File: src/design/kms_pkg.sv
package kms_pkg;

   // Sketch geometry.
   localparam int KMER_LEN  = 5;
   localparam int NUM_SEEDS = 4;

   localparam int  CNT_W  = $clog2(KMER_LEN + 1);
   localparam int  SEED_W = (NUM_SEEDS > 1) ? $clog2(NUM_SEEDS) : 1;
   // A k-mer longer than eight bytes also fills the second tail lane.
   localparam bit  HAS_K2 = (KMER_LEN > 8);

   // Hash constants.
   localparam logic [63:0] MM_C1   = 64'h87c37b91114253d5;
   localparam logic [63:0] MM_C2   = 64'h4cf5ad432745937f;
   localparam logic [63:0] FMIX_M1 = 64'hff51afd7ed558ccd;
   localparam logic [63:0] FMIX_M2 = 64'hc4ceb9fe1a85ec53;

   typedef logic [63:0]       word_type;
   typedef logic [SEED_W-1:0] seed_type;
   typedef logic [CNT_W-1:0]  count_type;

   // Datapath operations.
   typedef enum logic [3:0] {
      OP_NONE,
      OP_ACCEPT,
      OP_LOAD_K1,
      OP_LOAD_K2,
      OP_MUL,
      OP_ROT31,
      OP_ROT33,
      OP_STORE_K1,
      OP_STORE_K2,
      OP_SEED_INIT,
      OP_XSHIFT,
      OP_SWAP,
      OP_FINISH,
      OP_EMIT
   } op_type;

   // Multiplier constant selection.
   typedef enum logic [1:0] {
      MC_C1,
      MC_C2,
      MC_F1,
      MC_F2
   } mconst_type;

   // Partial-product step of the 64-bit multiply.
   typedef enum logic [1:0] {
      PH_LL,
      PH_LH,
      PH_HL
   } phase_type;

   // Controller states.
   typedef enum logic [4:0] {
      S_IDLE,
      S_CHECK,
      S_K1_MULA,
      S_K1_ROT,
      S_K1_MULB,
      S_K1_STORE,
      S_K2_LOAD,
      S_K2_MULA,
      S_K2_ROT,
      S_K2_MULB,
      S_K2_STORE,
      S_SEED_INIT,
      S_X0,
      S_MULA,
      S_X1,
      S_MULB,
      S_X2,
      S_SWAP,
      S_FINISH,
      S_EMIT
   } state_type;

   typedef struct packed {
      op_type     op;
      phase_type  phase;
      mconst_type mconst;
      seed_type   seed;
   } cmd_type;

   typedef struct packed {
      logic full;
      logic last;
      logic out_free;
   } status_type;

endpackage

File: src/design/kms_ctrl.sv
module kms_ctrl import kms_pkg::*; (
   input  logic       clock,
   input  logic       reset,
   input  logic       req_valid,
   output logic       req_ready,
   input  status_type status,
   output cmd_type    cmd
);

   state_type state_ff, state_in;
   phase_type phase_ff, phase_in;
   seed_type  seed_ff, seed_in;
   logic      second_ff, second_in;
   logic      mul_done;

   assign mul_done = (phase_ff == PH_HL);

   // State register.
   always_ff @(posedge clock) begin
      if (reset) begin
         state_ff  <= S_IDLE;
         phase_ff  <= PH_LL;
         seed_ff   <= '0;
         second_ff <= 1'b0;
      end else begin
         state_ff  <= state_in;
         phase_ff  <= phase_in;
         seed_ff   <= seed_in;
         second_ff <= second_in;
      end
   end

   // Next state and datapath commands.
   always_comb begin
      state_in   = state_ff;
      seed_in    = seed_ff;
      second_in  = second_ff;
      req_ready  = 1'b0;
      cmd.op     = OP_NONE;
      cmd.phase  = phase_ff;
      cmd.mconst = MC_C1;
      cmd.seed   = seed_ff;
      unique case (state_ff)
         S_IDLE: begin
            req_ready = 1'b1;
            if (req_valid) begin
               cmd.op   = OP_ACCEPT;
               state_in = S_CHECK;
            end
         end
         S_CHECK: begin
            if (status.full) begin
               cmd.op   = OP_LOAD_K1;
               state_in = S_K1_MULA;
            end else begin
               state_in = status.last ? S_EMIT : S_IDLE;
            end
         end
         S_K1_MULA: begin
            cmd.op     = OP_MUL;
            cmd.mconst = MC_C1;
            if (mul_done) state_in = S_K1_ROT;
         end
         S_K1_ROT: begin
            cmd.op   = OP_ROT31;
            state_in = S_K1_MULB;
         end
         S_K1_MULB: begin
            cmd.op     = OP_MUL;
            cmd.mconst = MC_C2;
            if (mul_done) state_in = S_K1_STORE;
         end
         S_K1_STORE: begin
            cmd.op   = OP_STORE_K1;
            state_in = HAS_K2 ? S_K2_LOAD : S_SEED_INIT;
         end
         S_K2_LOAD: begin
            cmd.op   = OP_LOAD_K2;
            state_in = S_K2_MULA;
         end
         S_K2_MULA: begin
            cmd.op     = OP_MUL;
            cmd.mconst = MC_C2;
            if (mul_done) state_in = S_K2_ROT;
         end
         S_K2_ROT: begin
            cmd.op   = OP_ROT33;
            state_in = S_K2_MULB;
         end
         S_K2_MULB: begin
            cmd.op     = OP_MUL;
            cmd.mconst = MC_C1;
            if (mul_done) state_in = S_K2_STORE;
         end
         S_K2_STORE: begin
            cmd.op   = OP_STORE_K2;
            state_in = S_SEED_INIT;
         end
         S_SEED_INIT: begin
            cmd.op    = OP_SEED_INIT;
            second_in = 1'b0;
            state_in  = S_X0;
         end
         S_X0: begin
            cmd.op   = OP_XSHIFT;
            state_in = S_MULA;
         end
         S_MULA: begin
            cmd.op     = OP_MUL;
            cmd.mconst = MC_F1;
            if (mul_done) state_in = S_X1;
         end
         S_X1: begin
            cmd.op   = OP_XSHIFT;
            state_in = S_MULB;
         end
         S_MULB: begin
            cmd.op     = OP_MUL;
            cmd.mconst = MC_F2;
            if (mul_done) state_in = S_X2;
         end
         S_X2: begin
            cmd.op   = OP_XSHIFT;
            state_in = second_ff ? S_FINISH : S_SWAP;
         end
         S_SWAP: begin
            cmd.op    = OP_SWAP;
            second_in = 1'b1;
            state_in  = S_X0;
         end
         S_FINISH: begin
            cmd.op = OP_FINISH;
            if (seed_ff == SEED_W'(NUM_SEEDS - 1)) begin
               seed_in  = '0;
               state_in = status.last ? S_EMIT : S_IDLE;
            end else begin
               seed_in  = seed_ff + 1'b1;
               state_in = S_SEED_INIT;
            end
         end
         S_EMIT: begin
            if (status.out_free) begin
               cmd.op = OP_EMIT;
               if (seed_ff == SEED_W'(NUM_SEEDS - 1)) begin
                  seed_in  = '0;
                  state_in = S_IDLE;
               end else begin
                  seed_in = seed_ff + 1'b1;
               end
            end
         end
         default: state_in = S_IDLE;
      endcase
   end

   // Step through the partial products while a multiply runs.
   always_comb begin
      phase_in = PH_LL;
      if (cmd.op == OP_MUL) begin
         case (phase_ff)
            PH_LL:   phase_in = PH_LH;
            PH_LH:   phase_in = PH_HL;
            default: phase_in = PH_LL;
         endcase
      end
   end

endmodule

File: config.mk
export PLATFORM = sky130hd
export DESIGN_NAME = kms_ctrl
export DESIGN_NICKNAME = d
export VERILOG_FILES = /design/src/design/kms_pkg.sv /design/src/design/kms_ctrl.sv
export SDC_FILE = /design/constraint.sdc
export NUM_CORES = 1
export LEC_CHECK = 0
export ABC_CLOCK_PERIOD_IN_PS = 2000
export BUFFER_PORTS_ARGS = -buffer_cell sky130_fd_sc_hd__clkbuf_2
export CAP_MARGIN = 30
export CORE_MARGIN = 2
export CORE_UTILIZATION = 31
export CTS_CLUSTER_DIAMETER = 150
export DETAILED_ROUTE_END_ITERATION = 7
export GPL_TIMING_DRIVEN = 0
export PLACE_DENSITY = 0.51
export REMOVE_ABC_BUFFERS = 1
export SLEW_MARGIN = 20
export SYNTH_ARGS = -nofsm -noshare
export SYNTH_HDL_FRONTEND = slang
export SYNTH_SLANG_ARGS = --single-unit
File: constraint.sdc
create_clock -name clock -period 2 [get_ports clock]
set_input_delay 0.3 -clock clock [delete_from_list [all_inputs] [get_ports clock]]
set_output_delay 0.3 -clock clock [all_outputs]
set_load 0.02 [all_outputs]
==> results of run 1 <==
[logic make-up (layout without fill, tap and decap cells)]
| family | Yosys count | after routing | share of synthesized area (%) |
|---|---|---|---|
| fa+ha+maj | 1 | 1 | 1.27 |
| xor+xnor | 1 | 1 | 0.888 |
| simple gates | 59 | 59 | 33.4 |
| buf+inv | 15 | 31 | 7.36 |
| mux | 6 | 6 | 6.22 |
| flops | 10 | 10 | 20.3 |
| compound gates | 42 | 42 | 30.6 |
[power by group through the flow]
stage / logic (uW) / clock network [uW] / registers (uW)
floorplan: 771 / 0 / 426
global route: 1320 / 202 / 443
CTS: 1060 / 197 / 475
global placement: 993 / 0 / 475
detailed placement: 1000 / 0 / 482
finish: 1190 / 192 / 429
[per-stage QoR]
stage	total power, uW	hold WS (ps)	cells	worst slack, ps
detailed placement	1480	467	182	-215
CTS	1730	337	189	2.40
floorplan	1200	365	122	-44.2
finish	1810	348	194	46.7
global placement	1470	457	182	-188
global route	1960	365	194	-15.0
[timing repair]
action,in CTS,in global routing
buffers inserted,3,5
setup endpoints to repair,13,3
hold buffers,0,0
gates resized for setup,13,3
[flip-flops by register name, summed over array words and instances, names as in the netlist]
name       cells
second_ff      1
phase_ff       2
state_ff       5
seed_ff        2
[synth_stat cells (all sizes together), types with 2 or more instances]
cell	number
a211oi	2
or3	3
nor3	4
mux2i	5
nor2b	4
inv	3
o211ai	2
nand2	8
nor4	4
o21ai	8
clkbuf	2
nand2b	10
nor2	15
or3b	2
buf	10
o21bai	2
a31oi	4
dfxtp	10
a21oi	11
or2	2
[final timing paths]
path,slack (ps),start,endpoint,cells after the start
setup / recovery,50,state_ff[2],cmd[7],4
hold / removal,350,reset,state_ff[2],2
setup reg to reg,170,state_ff[3],state_ff[3],6
hold reg to reg,480,phase_ff[0],phase_ff[1],2
[routing by layer]
metal	wire [um]	vias to the layer above	GRT usage (%)
met1	1270	533	21.7
li1	-	530	-
met2	1450	43	30.7
met4	34	0	5.08
met5	0	-	0
met3	195	6	5.12
[critical path, cell delays in order (launching register included)]
cell     delay [ps]
dfxtp_4         430
or3b_4          430
or2_2           300
nand2_1          60
buf_2           150
[area by class of cell]
class | instances | area share [%]
multi-input cells | 109 | 61.1
flip-flops and latches | 10 | 18.4
repair buffers | 24 | 11.8
clock buffers | 4 | 3.06
inverters | 3 | 0.948
well taps | 44 | 4.64
==> impl_metrics.env, run 1 <==
export IMPL_pwr_share_seq_pct=23.7
export IMPL_path_class="reg -> out"
export IMPL_dp_hpwl_mm=1.90
export IMPL_swShare_pct=50.4
export IMPL_ant_nets=0
export IMPL_grt_pass1_wl_mm=4.69
export IMPL_final_cell_mix="15 x nor2_1, 15 x clkbuf_2, 11 x a21oi_1"
export IMPL_final_area_um2=1190
export IMPL_power_density_nw_per_um2=1530
export IMPL_drtIter0Drc=35
export IMPL_synth_top_area_share_pct=20.3
export IMPL_cts_buffers=3
export IMPL_clock_latency_ps=280
export IMPL_rsz0062_at_grt="yes"
export IMPL_pwr_share_clk_pct=10.6
export IMPL_cts_sinks=10
export IMPL_core_area_um2=3030
export IMPL_critPathMaxFanout=23
export IMPL_totalWireLength_mm=2.95
export IMPL_grt_overflow=0
export IMPL_start_util_pct=32.6
export IMPL_num_rows=20
export IMPL_finClkSkew_ps=9.28
export IMPL_synth_top_area_cell="dfxtp_1"
export IMPL_status="finished clean"
export IMPL_slew_viol_final=0
export IMPL_seqCellArea_um2=219
export IMPL_fillers=318
export IMPL_die_w_um=60.4
export IMPL_dieArea_um2=3650
export IMPL_worst_pin_slew_ps=322
export IMPL_clk_pin_slew_ps=60
export IMPL_ys_flop_type="dfxtp_1"
export IMPL_drtPass1Iterations=5
export IMPL_multi_input_area_um2=726
export IMPL_avgSynthCellArea_um2=7.36
export IMPL_ys_seq_area_share_pct=20.3
export IMPL_htreeDepth=1
export IMPL_utilization_pct=39.2
export IMPL_netlist_area_um2=986
export IMPL_synthArstFlopShare_pct=0
export IMPL_portBuffers=16
export IMPL_worstHoldPathType="in -> reg"
export IMPL_n_antenna_cell=0
export IMPL_synth_edf_count=0
export IMPL_post_drt_wl_per_cell_um=15.2
export IMPL_post_route_period_util_pct=97.7
export IMPL_cp_end_kind="output pin"
export IMPL_internal_power_uw=899
export IMPL_startpoint_type="flop"
export IMPL_drc=0
export IMPL_maxSlewHeadroom_pct=78.2
export IMPL_gp_congestion=0.776
export IMPL_tritoncts="yes"
export IMPL_grt_max_degree=27
export IMPL_die_h_um=60.4
export IMPL_yosysWarnings=0
export IMPL_clockBufferDepth=2
export IMPL_setup_violations=0
export IMPL_antenna_found_initial=0
export IMPL_viasPerCell=5.73
export IMPL_switching_power_uw=914
export IMPL_setup_tns_final_ps=0
export IMPL_syn_inst=134
export IMPL_fmax_ghz=0.512
export IMPL_cp_data_required_time_ps=1700
export IMPL_drive_gt1_share_pct=30.0
export IMPL_ys_top_cells_by_area="dfxtp_1 20%, nand2b_1 6.3%, nor2_1 5.7%"
export IMPL_cp_arrival_ps=1650
export IMPL_ios=17
export IMPL_cap_violations=0
export IMPL_leakagePower_uw=0.000463
export IMPL_clockRootBuffer="clkbuf_4"
export IMPL_vias=1112
export IMPL_track_usage_pct=17.9
export IMPL_synth_seq_cells=10
export IMPL_nets=158
export IMPL_pwr_share_comb_pct=65.7
export IMPL_vdd_drop_max_mv=0.485
export IMPL_synthDistinctLibCells=48
export IMPL_post_dp_cell_area_um2=1060
export IMPL_synthToLayoutAreaGrowth_pct=20.4
export IMPL_first_global_vias=953
export IMPL_hold_violations=0
export IMPL_fin_crit_ps=1950
Note: power is estimated with default switching activity, not from simulation.
==> inputs of run 2 (changes only) <==
ABC_AREA = 1   (was not set)
PLACE_DENSITY = not set   (was 0.51)
==> run 2 against run 1 <==
- flip-flop and latch count unchanged
- design area up 0.32%
- clock skew down 8.0 ps
- maximum frequency up 0.80%
- register-to-register slack better by 290 ps
- routed wire length down 13%
- core utilization up 3.6 points
- total power down 18%
- clock power down 29%
- synthesized cell count up 15%
==> impl_metrics.env, run 2 <==
export IMPL_fillers=303
export IMPL_portBuffers=16
export IMPL_synth_top_area_share_pct=21.9
export IMPL_cp_arrival_ps=1640
export IMPL_nets=189
export IMPL_ys_seq_area_share_pct=21.9
export IMPL_post_drt_wl_per_cell_um=12.2
export IMPL_synthDistinctLibCells=25
export IMPL_grt_overflow=0
export IMPL_first_global_vias=985
export IMPL_layout_cells_non_filler=211
export IMPL_synthTopCellsByCount="41 x nand2_1, 28 x nor2_1, 15 x inv_1"
export IMPL_worst_pin_slew_ps=317
export IMPL_htreeDepth=1
export IMPL_synth_edf_count=0
export IMPL_cp_end_kind="output pin"
export IMPL_finClkSkew_ps=1.27
export IMPL_viasPerCell=5.09
export IMPL_largest_reg_flops=5
export IMPL_final_cell_mix="41 x nand2_1, 27 x nor2_1, 13 x inv_1, 13 x nand3_1, 13 x clkbuf_2"
export IMPL_die_w_um=58.4
export IMPL_setup_violations=0
export IMPL_synthAdderAreaFrac_pct=1.37
export IMPL_drive_gt1_share_pct=33.9
export IMPL_yosysWarnings=0
export IMPL_track_usage_pct=15.5
export IMPL_synth_top_area_cell="dfxtp_1"
export IMPL_fin_crit_ps=1940
export IMPL_totalWireLength_mm=2.58
export IMPL_drtIter0Drc=48
export IMPL_power_density_nw_per_um2=1250
export IMPL_ant_nets=0
export IMPL_path_class="reg -> out"
export IMPL_synthArstFlopShare_pct=0
export IMPL_yosysMostFrequentCell="nand2_1"
export IMPL_regMostFlops="state_ff"
export IMPL_n_antenna_cell=0
export IMPL_cp_data_required_time_ps=1700
export IMPL_die_h_um=58.4
export IMPL_slew_viol_final=0
export IMPL_vias=1075
export IMPL_ys_flop_type="dfxtp_1"
export IMPL_synth_area_mux_share_pct=0
export IMPL_drtPass1Iterations=4
export IMPL_final_common_cell="nand2_1"
export IMPL_rsz0062_at_grt="yes"
export IMPL_hold_violations=0
export IMPL_num_rows=19
export IMPL_clk_pin_slew_ps=60
export IMPL_drc=0
export IMPL_post_route_period_util_pct=96.9
export IMPL_multi_input_area_um2=661
export IMPL_ios=17
export IMPL_cts_sinks=10
export IMPL_min_delay_start="reset"
export IMPL_gp_congestion=0.889
export IMPL_synthToLayoutAreaGrowth_pct=30.1
export IMPL_clock_latency_ps=260
export IMPL_avgSynthCellArea_um2=5.95
export IMPL_fmax_ghz=0.516
export IMPL_maxSlewHeadroom_pct=78.9
export IMPL_dp_hpwl_mm=1.98
export IMPL_cap_violations=0
export IMPL_worstHoldPathType="in -> reg"
export IMPL_synth_top_family_by_area="simple AND/OR/NAND/NOR gates"
export IMPL_seqCellArea_um2=214
export IMPL_setup_tns_final_ps=0
export IMPL_rr_startpoint="state_ff[2]"
export IMPL_critPathMaxFanout=5
export IMPL_startpoint_type="flop"
export IMPL_grt_max_degree=10
export IMPL_tritoncts="yes"
export IMPL_synth_compound_area_share_pct=9.84
export IMPL_dieArea_um2=3410
export IMPL_leakagePower_uw=0.000639
export IMPL_ys_top_cells_by_area="dfxtp_1 22%, nand2_1 17%, nor2_1 11%"
export IMPL_start_util_pct=32.9
export IMPL_setup_worst_path_start="state_ff[4]"
export IMPL_syn_inst=154
export IMPL_dp_cells=198
export IMPL_synth_simple_gate_area_share_pct=55.9
export IMPL_vdd_drop_max_mv=0.753
export IMPL_grt_pass1_wl_mm=4.07
export IMPL_netlist_area_um2=916
export IMPL_synthXorXnorAreaFrac_pct=0
export IMPL_clockBufferDepth=2
export IMPL_core_area_um2=2780
export IMPL_largest_registers="state_ff (5), phase_ff (2), seed_ff (2)"
export IMPL_status="finished clean"
export IMPL_antenna_found_initial=0
export IMPL_clockRootBuffer="clkbuf_4"
export IMPL_synth_seq_cells=10
export IMPL_cts_buffers=3
[run 2: cell count changes after synthesis, moves of 10 or more]
cell,before,now
nor2_1,15,28
inv_1,3,15
nand2_1,8,41
nand3_1,1,14
nand2b_1,10,0
[run 2: cells by family after synthesis]
family | Yosys count
AND/OR/NAND/NOR | 107
buffers and inverters | 23
AO/OA/AOI/OAI | 13
flip-flops | 10
adder cells (fa/ha/maj) | 1
[run 2: what timing repair did]
item                       4_1_cts  5_1_grt
setup endpoints to repair        4        4
setup buffers                    1        9
pin swaps                        1        4
hold buffers                     0        0
hold endpoints to repair         0        0
resized for setup                5       19
[run 2: path summary, 6_finish.rpt]
path                 endpoint  slack [ps]  depth (start not counted)
setup reg to reg  state_ff[2]         460                         10
setup / recovery       cmd[8]          60                          7
hold / removal    state_ff[1]         230                          2
hold reg to reg   phase_ff[0]         460                          1
[run 2: report_power, final]
group	internal, uW	switching [uW]	leakage, uW
registers	256	73.7	0.0000843
clock network	69.5	66.4	0.0000138
logic	395	629	0.000541
[run 2: metrics by stage]
step	hold WS, ps	utilization [%]	total power, uW	area [um^2]	setup slack, ps
2_1_floorplan	362	-	956	890	347
3_3_place_gp	441	36.3	1170	1010	124
3_5_place_dp	456	36.3	1170	1010	100
4_1_cts	233	37.7	1330	1050	10.8
5_1_grt	237	42.8	1620	1190	-39.6
6_report	229	42.8	1490	1190	62.2
[run 2: area by class of cell]
class	instances	share of cell area, %
Sequential cell	10	18.0
Clock buffer	3	1.89
Inverter	20	6.62
Timing Repair Buffer	26	14.8
Multi-Input combinational cell	121	55.5
Tap cell	31	3.26
[run 2: worst max-delay path, stage by stage, from the launching register on]
cell	delay (ps)
dfxtp_4	390
clkinvlp_4	190
nand3_4	150
nand3_4	70
or2_1	240
nor2_1	90
nand3_1	90
buf_6	150
[run 2: layer usage]
metal / part of all wire [%] / track usage (%) / vias to the layer above
met3: 8.4 / 1.54 / 5
met5: 0 / 0 / -
li1: - / - / 544
met4: 1.5 / 7.97 / 0
met1: 41 / 18.9 / 488
met2: 49 / 26.8 / 38
